## config.mk

```make
export PLATFORM = sky130hd
export DESIGN_NAME = sorted_key_table_core
export DESIGN_NICKNAME = d
export VERILOG_FILES = /design/src/sv/skt_pkg.sv /design/src/sv/skt_dpath.sv /design/src/sv/skt_ctrl.sv /design/src/sv/sorted_key_table_core.sv
export SDC_FILE = /design/constraint.sdc
export NUM_CORES = 1
export LEC_CHECK = 0
export BUFFER_PORTS_ARGS = -buffer_cell sky130_fd_sc_hd__buf_2
export CORE_ASPECT_RATIO = 1.1
export CORE_MARGIN = 1
export CORE_UTILIZATION = 40
export CTS_CLUSTER_DIAMETER = 50
export DETAILED_ROUTE_END_ITERATION = 8
export SLEW_MARGIN = 20
export SYNTH_ARGS = -nofsm -noshare
export SYNTH_HDL_FRONTEND = slang
export SYNTH_HIERARCHICAL = 1
export SYNTH_SLANG_ARGS = --single-unit
```

## constraint.sdc

```tcl
create_clock -name clk -period 8.1 [get_ports clk]
set_input_delay 0.81 -clock clk [delete_from_list [all_inputs] [get_ports clk]]
set_output_delay 0.81 -clock clk [all_outputs]
set_load 0.02 [all_outputs]
```

## src/sv/skt_pkg.sv

```systemverilog
// shared types and codes for the sorted key table
// no dependencies
`default_nettype none

package skt_pkg;

    // operation codes on the command port
    localparam logic CMD_INSERT = 1'b0;
    localparam logic CMD_REMOVE = 1'b1;

    // result codes
    localparam logic [1:0] RES_DONE    = 2'd0;
    localparam logic [1:0] RES_DUP     = 2'd1;
    localparam logic [1:0] RES_MISSING = 2'd2;
    localparam logic [1:0] RES_FULL    = 2'd3;

    // width of the entry_count result field
    localparam int unsigned COUNT_BITS = 5;

    // commands from controller to datapath
    typedef struct packed {
        logic capture;     // latch the transaction and the compare results against all valid cells
        logic do_insert;   // open a slot and write the new entry
        logic do_remove;   // close the matching slot
    } dp_ctrl_t;

    // status from datapath to controller
    typedef struct packed {
        logic hit;         // key already held
        logic full;        // fill count at capacity
    } dp_stat_t;

endpackage

`default_nettype wire

```

## src/sv/skt_dpath.sv

```systemverilog
// row of key/payload cells with parallel compare and one-place shift
// depends on skt_pkg
`default_nettype none

module skt_dpath #(
    parameter int unsigned CAPACITY = 16,
    parameter int unsigned KEY_BITS = 16
) (
    input  wire logic                           clk,
    input  wire logic                           rst_n,
    input  wire skt_pkg::dp_ctrl_t              ctrl,
    output skt_pkg::dp_stat_t                   stat,
    input  wire logic [15:0]                    key,
    input  wire logic [7:0]                     status_in,
    input  wire logic [31:0]                    counter_in,
    output logic [skt_pkg::COUNT_BITS-1:0]      entry_count
);

    localparam int unsigned CNT_W = $clog2(CAPACITY + 1);

    // cell storage, meaningful only below the fill count
    logic [KEY_BITS-1:0] cell_key_reg  [CAPACITY];
    logic [7:0]          cell_stat_reg [CAPACITY];
    logic [31:0]         cell_pc_reg   [CAPACITY];

    // latched transaction
    logic [KEY_BITS-1:0] new_key_reg;
    logic [7:0]          new_stat_reg;
    logic [31:0]         new_pc_reg;

    // compare results: lt is a thermometer up to the sorted position
    logic [CAPACITY-1:0] lt_reg, lt_next;
    logic [CAPACITY-1:0] eq_vec;
    logic                hit_reg, hit_next;
    logic [CNT_W-1:0]    fill_reg, fill_next;

    logic [31:0]         key_ext;
    logic [KEY_BITS-1:0] key_m;
    logic [31:0]         fill_ext;

    // key masked to the configured key width
    assign key_ext = 32'(key);
    assign key_m   = key_ext[KEY_BITS-1:0];

    // compare the incoming key against every valid cell
    genvar gi;
    generate
        for (gi = 0; gi < CAPACITY; gi++) begin : g_cmp
            logic valid;
            assign valid      = CNT_W'(gi) < fill_reg;
            assign lt_next[gi] = valid && (cell_key_reg[gi] < key_m);
            assign eq_vec[gi]  = valid && (cell_key_reg[gi] == key_m);
        end
    endgenerate

    assign hit_next = |eq_vec;

    // compare stage and fill count
    always_ff @(posedge clk or negedge rst_n)
    begin
        if (!rst_n)
        begin
            lt_reg   <= '0;
            hit_reg  <= 1'b0;
            fill_reg <= '0;
        end
        else
        begin
            if (ctrl.capture)
            begin
                lt_reg  <= lt_next;
                hit_reg <= hit_next;
            end
            fill_reg <= fill_next;
        end
    end

    always_comb
    begin
        fill_next = fill_reg;
        if (ctrl.do_insert)
            fill_next = fill_reg + CNT_W'(1);
        else if (ctrl.do_remove)
            fill_next = fill_reg - CNT_W'(1);
    end

    // latched payload of the transaction
    always_ff @(posedge clk)
    begin
        if (ctrl.capture)
        begin
            new_key_reg  <= key_m;
            new_stat_reg <= status_in;
            new_pc_reg   <= counter_in;
        end
    end

    // each cell keeps, takes its lower neighbor, the new entry, or its upper neighbor
    generate
        for (gi = 0; gi < CAPACITY; gi++) begin : g_cell
            logic [KEY_BITS-1:0] key_next;
            logic [7:0]          stat_next;
            logic [31:0]         pc_next;
            logic                at_pos;

            if (gi == 0) begin : g_first
                assign at_pos = 1'b1;
            end
            else begin : g_rest
                assign at_pos = lt_reg[gi-1];
            end

            always_comb
            begin
                key_next  = cell_key_reg[gi];
                stat_next = cell_stat_reg[gi];
                pc_next   = cell_pc_reg[gi];
                if (ctrl.do_insert && !lt_reg[gi])
                begin
                    if (at_pos)
                    begin
                        key_next  = new_key_reg;
                        stat_next = new_stat_reg;
                        pc_next   = new_pc_reg;
                    end
                    else
                    begin
                        key_next  = cell_key_reg[(gi > 0) ? gi - 1 : 0];
                        stat_next = cell_stat_reg[(gi > 0) ? gi - 1 : 0];
                        pc_next   = cell_pc_reg[(gi > 0) ? gi - 1 : 0];
                    end
                end
                else if (ctrl.do_remove && !lt_reg[gi] && (gi < CAPACITY - 1))
                begin
                    key_next  = cell_key_reg[(gi < CAPACITY - 1) ? gi + 1 : gi];
                    stat_next = cell_stat_reg[(gi < CAPACITY - 1) ? gi + 1 : gi];
                    pc_next   = cell_pc_reg[(gi < CAPACITY - 1) ? gi + 1 : gi];
                end
            end

            always_ff @(posedge clk)
            begin
                cell_key_reg[gi]  <= key_next;
                cell_stat_reg[gi] <= stat_next;
                cell_pc_reg[gi]   <= pc_next;
            end
        end
    endgenerate

    // status and count toward the controller and the result port
    assign stat.hit  = hit_reg;
    assign stat.full = (fill_reg == CNT_W'(CAPACITY));

    assign fill_ext    = 32'(fill_reg);
    assign entry_count = fill_ext[skt_pkg::COUNT_BITS-1:0];

endmodule

`default_nettype wire

```

## src/sv/skt_ctrl.sv

```systemverilog
// controller: accepts a transaction, decides the outcome, issues the shift
// depends on skt_pkg
`default_nettype none

module skt_ctrl (
    input  wire logic              clk,
    input  wire logic              rst_n,
    input  wire logic              start,
    input  wire logic              command,
    input  wire skt_pkg::dp_stat_t stat,
    output skt_pkg::dp_ctrl_t      ctrl,
    output logic                   busy,
    output logic                   done,
    output logic [1:0]             result_code
);

    typedef enum logic {
        S_IDLE,
        S_UPDATE
    } state_t;

    state_t     state_reg, state_next;
    logic       cmd_reg, cmd_next;
    logic       done_reg, done_next;
    logic [1:0] code_reg, code_next;

    // next state, outcome and datapath commands
    always_comb
    begin
        state_next     = state_reg;
        cmd_next       = cmd_reg;
        done_next      = 1'b0;
        code_next      = code_reg;
        ctrl           = '0;
        case (state_reg)
            S_IDLE:
            begin
                if (start)
                begin
                    ctrl.capture = 1'b1;
                    cmd_next     = command;
                    state_next   = S_UPDATE;
                end
            end
            S_UPDATE:
            begin
                done_next  = 1'b1;
                state_next = S_IDLE;
                if (cmd_reg == skt_pkg::CMD_INSERT)
                begin
                    if (stat.hit)
                        code_next = skt_pkg::RES_DUP;
                    else if (stat.full)
                        code_next = skt_pkg::RES_FULL;
                    else
                    begin
                        code_next      = skt_pkg::RES_DONE;
                        ctrl.do_insert = 1'b1;
                    end
                end
                else
                begin
                    if (stat.hit)
                    begin
                        code_next      = skt_pkg::RES_DONE;
                        ctrl.do_remove = 1'b1;
                    end
                    else
                        code_next = skt_pkg::RES_MISSING;
                end
            end
            default:
            begin
                state_next = S_IDLE;
            end
        endcase
    end

    // state and registered outputs
    always_ff @(posedge clk or negedge rst_n)
    begin
        if (!rst_n)
        begin
            state_reg <= S_IDLE;
            cmd_reg   <= skt_pkg::CMD_INSERT;
            done_reg  <= 1'b0;
            code_reg  <= skt_pkg::RES_DONE;
        end
        else
        begin
            state_reg <= state_next;
            cmd_reg   <= cmd_next;
            done_reg  <= done_next;
            code_reg  <= code_next;
        end
    end

    assign busy        = (state_reg != S_IDLE);
    assign done        = done_reg;
    assign result_code = code_reg;

endmodule

`default_nettype wire

```

## src/sv/sorted_key_table_core.sv

```systemverilog
// Sorted key table: up to CAPACITY entries kept in ascending key order.
// Result strobe (done) is registered from the update state entered on the start transaction.
// A new transaction is taken only once the compare step of the cell row and its
// one-place shift step are through (busy is high meanwhile); the receiver cannot stall.
// Reset: asynchronous active low, empties the table (count 0), no clearing pass.
// depends on skt_pkg, skt_ctrl, skt_dpath
`default_nettype none

module sorted_key_table_core #(
    parameter int unsigned CAPACITY = 16,
    parameter int unsigned KEY_BITS = 16
) (
    input  wire logic        clk,
    input  wire logic        rst_n,
    input  wire logic        start,
    output logic             busy,
    input  wire logic        command,
    input  wire logic [15:0] key,
    input  wire logic [7:0]  status_in,
    input  wire logic [31:0] counter_in,
    output logic             done,
    output logic [1:0]       result_code,
    output logic [4:0]       entry_count
);

    skt_pkg::dp_ctrl_t ctrl;
    skt_pkg::dp_stat_t stat;

    // controller
    skt_ctrl u_ctrl (
        .clk         (clk),
        .rst_n       (rst_n),
        .start       (start),
        .command     (command),
        .stat        (stat),
        .ctrl        (ctrl),
        .busy        (busy),
        .done        (done),
        .result_code (result_code)
    );

    // cell row datapath
    skt_dpath #(
        .CAPACITY (CAPACITY),
        .KEY_BITS (KEY_BITS)
    ) u_dpath (
        .clk         (clk),
        .rst_n       (rst_n),
        .ctrl        (ctrl),
        .stat        (stat),
        .key         (key),
        .status_in   (status_in),
        .counter_in  (counter_in),
        .entry_count (entry_count)
    );

endmodule

`default_nettype wire

```

After elaboration in Yosys (flattened, before gate mapping)
Memories as Yosys holds them, arrays and structs flattened.
Cells that the tools add are included.
{"block": "totals", "wordCells": 205, "mem_bits_rw": 256, "input_bits": 60, "register_bits": 43, "out_inout_bits": 9, "n_memories": 1}
{"name": "u_dpath.cell_key_reg", "words": 16, "width": 16, "rd": 16, "rd_ports_with_merged_regs": 0, "wr": 16, "line": "skt_dpath.sv:22", "source": "logic [KEY_BITS-1:0] cell_key_reg [CAPACITY];"}
{"block": "classes", "muxes": 62, "addsub": 2, "order_cmp": 32, "eq_ne": 17, "n_reduce_logical": 82, "bitwise": 1}
{"op": "$mux 16", "n": 46}
{"op": "$eq 16x16->1", "n": 16}
{"op": "$lt 16x16->1", "n": 16}
{"op": "$logic_and 1x1->1", "n": 63}
{"op": "$lt 4x5->1 const A", "n": 8}
{"op": "$lt 3x5->1 const A", "n": 4}
{"op": "$logic_not 1->1", "n": 16}
{"op": "$reduce_or 16->1", "n": 1}
{"op": "$lt 1x5->1 const A", "n": 2}
{"op": "$lt 2x5->1 const A", "n": 2}
{"op": "$mux 2", "n": 5}
{"op": "$mux 5", "n": 2}
{"op": "$mux 1", "n": 8}
{"op": "$add 5x1->5 const B", "n": 1}
{"op": "$eq 5x5->1 const B", "n": 1}
{"op": "$sub 5x1->5 const B", "n": 1}
{"op": "$pmux 1 s2", "n": 1}
{"op": "$reduce_and 2->1", "n": 1}
{"op": "$reduce_bool 2->1", "n": 1}
{"op": "$not 1->1", "n": 1}

Depth between registers and ports, before layout
{"block": "depth", "word_depth": 8, "ltp_mapped": 11, "mapped_depth_nobuf": 8}

Hierarchy
The synthesis kept the hierarchy.
{"module": "skt_dpath", "instances": 1, "area_per_inst_um2": 20041.7, "seq_area_each_um2": 8718.4, "cells_each": 1848}
{"module": "skt_ctrl", "instances": 1, "area_per_inst_um2": 207.7, "seq_area_each_um2": 125.1, "cells_each": 18}

Worst setup path after synthesis
OpenSTA, ideal clock, no wires.
{"block": "synth_timing", "path_type": "reg-to-reg", "startpoint": "register, netlist name u_dpath/entry_count[1]", "endpoint": "memory u_dpath.cell_key_reg[10][0], enable pin", "arrival_time_ns": 2.755, "slack_ns": 4.956, "setup_ns": 0.388, "period_less_slack_ns": 3.144, "required_ns": 7.712, "path_buffers": 3, "stages_incl_launch_ff": 11, "path_cell_list": "dfrtp_1 -> buf_2 -> inv_1 -> ha_1 -> nand2_1 -> nor3_1 -> nor3_1 -> buf_2 -> nor2_1 -> clkbuf_1 -> nor2_1"}
{"item": "end, declared", "line": "skt_dpath.sv:22"}

==> results.yml <==
run_status:
  outcome: "completed"
run:
  cap_viol_max_count: 0
clocking:
  cts_buffers: 42
  clk_path_buf_depth: 3
  cts_tree: "built"
  root_buffer: "clkbuf_16"
  holdBufCountCts: 0
  clock_latency_ps: 580
  post-cts-setup-buffers: 0
  clk_pin_slew_ps: 60
  cts_num_sinks: 299
  cts_resized: 0
  htree_levels: 2
synth:
  yosys.area_share.simple: 0.1016
  synthAdderAreaFrac: 0.1607
  synth_top_family_by_area: "adder cells"
  syn_inst: 1866
  synth_area_mm2: 0.02025
  synth_area_leader_cell: "edfxtp_1"
  synth-edff-count: 272
  synth-compound-area-share: 0.1408
  ys_ff_latch: 299
  yosys_warnings: 6
  avgSynthCellArea_um2: 10.85
  synth_mux_area_frac: 0.1287
  ys_types: 65
  syn_nets: 2186
  synth_ff_type: "edfxtp_1"
  async_reset_ff_frac: 0.09030
  ys_top_cells_by_area: "edfxtp_1 40%, ha_1 16%, mux2i_1 11%, o21ai_0 6.3%, nand2_1 4.5%"
  synthXorXnorAreaFrac: 0.001730
  ys_seq_area_frac: 0.4367
  synth_top_area_frac: 0.4034
worst_setup_path:
  criticalPathCategory: "flip-flop to flip-flop"
  arrival_ps: 3860
  crit_path_cell_trace: "inv_1 > ha_1 > nand2_1 > nor3_1 > nor3_2 > buf_4 > nor2_2 > buf_4 > nor2_1 > buf_4"
  max_stage_delay_ps: 670
  crit_required_ps: 8380
  path_common_cell: "buf_4"
  cp_max_fo: 24
  slowest_stage: "dfrtp_1"
  ff2ff_setup_slack_ps: 4520
  path_depth: 10
  reg2reg_depth: 10
  path_delay_family: "simple AND/OR/NAND/NOR gates"
  worst-path-buf-inv: 4
  startpoint_type: "flip-flop"
  crit_path_end_kind: "flip-flop"
sta:
  tightest_slew_ps: 1147
  period_minus_slack_ps: 3580
  slew_headroom: 0.2343
  drv_slew: 0
  skew_ps: 19.84
  totalNegativeSetupSlack_ps: 0
  rsz0062_at_grt: "no"
  setup_viol: 0
  min_period_over_period: 0.4420
  hold_violations: 0
  max_freq_mhz: 279.3
die:
  num_rows: 86
  start_util: 0.4047
  die_y_um: 238.0
  dieArea_mm2: 0.05153
  core_mm2: 0.05004
  ioPinCount: 69
  die_w_um: 216.5
pwr:
  peakVddDrop_mv: 0.1580
  power_density_mw_per_mm2: 263.0
  leakage_nw: 9.587
routing:
  antenna_left: 0
  wire_per_inst_um: 24.36
  wl_mm: 62.44
  firstDrtPassIters: 5
  drt_iter0_drc: 1189
  drc: 0
  viasPerCell: 5.948
  vias: 15250
layout:
  largest_register_ff_count: 256
  antenna_cells: 0
  layout_commonest_cell: "edfxtp_1"
  layout_common_cells: "272 x edfxtp_1, 260 x ha_1, 254 x o21ai_0, 242 x nand2_1, 224 x mux2i_1"
  nets: 2190
  syn_to_final_growth_pct: 11.13
  final_util: 0.4498
  drive_above_1_share: 0.08881
  fin_cells: 2563
  final_area_mm2: 0.02250
global_route:
  grt_pass1_vias: 15510
  grtUsageMet1: 0.2929
  grt_overflow: 0
  top_usage_layer: "met2"
  antenna_found_initial: 0
  grt_pass1_wl_mm: 94.50
  grt.total_usage: 0.2426
  grtUsageMet3: 0.04015
  grt_max_degree: 35
  use_met2: 0.4271
place:
  gp_congestion: 0.8916
  post_dp_cell_area_mm2: 0.02104
  dp_hpwl_mm: 44.00
  dpl.cell_count: 2486
  portBuffers: 28
hold_path:
  min_path_type: "input pin to async pin"
## path summary, 6_finish.rpt
kind | start | end
worst max-delay path | u_dpath/entry_count[1] | u_dpath/cell_key_reg[9][12]
worst min-delay path | rst_n | u_dpath/lt_reg[7]
worst max register to register | u_dpath/entry_count[1] | u_dpath/cell_key_reg[9][12]
worst min register to register | u_dpath/lt_reg[15] | u_dpath/lt_reg[15]
max in group asynchronous | rst_n | u_ctrl/cmd_reg
min in group clk | key[1] | u_dpath/new_key_reg[1]
## area by class of cell
type / instances / area (µm²)
Fill cell: 4706 / 27530
Multi-Input combinational cell: 1425 / 10830
Tap cell: 660 / 825.8
Sequential cell: 299 / 8843
Inverter: 38 / 142.6
Clock buffer: 54 / 1210
Timing Repair Buffer: 64 / 410.4
Clock inverter: 23 / 240.2
## worst register-to-register path, stage by stage, from the launching register on
cell and delay [ps]:
dfrtp_1 670, inv_1 170, ha_1 220, nand2_1 50, nor3_1 70, nor3_2 200, buf_4 430, nor2_2 250
buf_4 250, nor2_1 670, buf_4 320
## per-layer routing
metal / wire length (µm) / part of all wire
met1: 25210 / 0.40
met2: 31180 / 0.50
met3: 3523 / 0.056
met4: 2526 / 0.040
met5: 0 / 0
## cells by family (layout without fill, tap and decap cells)
kind of cell | count (synthesis) | in the layout
simple gates | 426 | 426
mux | 256 | 256
buf+inv | 142 | 179
xor+xnor | 4 | 4
flops | 299 | 299
fa+ha+maj | 260 | 260
compound gates | 479 | 479
## power breakdown
part	internal (mW)	switching [mW]	leakage [nW]
Combinational	0.727	0.883	6.05
Sequential	1.98	0.402	2.84
Clock	1.18	0.739	0.699
Total	3.90	2.02	9.59
## through the flow
stage / worst slack (ps) / power (mW) / hold slack (ps)
global placement: 4661 / 3.939 / 481.5
floorplan: 4956 / 3.481 / 456.7
detailed placement: 4593 / 4.002 / 497.5
finish: 4520 / 5.918 / 362.1
global route: 4421 / 6.203 / 395.4
CTS: 4565 / 5.938 / 379.8
## cell usage after synthesis (all sizes together) (3+ instances only)
cell and instances:
a2111oi 7, a211oi 9, a21o 78, a21oi 59, a22oi 3, a31oi 3
a32o 3, and3 7, and4 18, buf 44, clkbuf 60, dfrtp 27
edfxtp 272, ha 260, inv 38, mux2 32, mux2i 224, nand2 242
nand2b 21, nand3 9, nand4 45, nand4bb 4, nor2 28, nor2b 23
nor3 10, nor4 4, o211ai 5, o21a 30, o21ai 263, o22ai 4
o2bb2ai 6, or2 3, or3 3, xor2 3
Note: power is estimated with default switching activity, not from simulation.
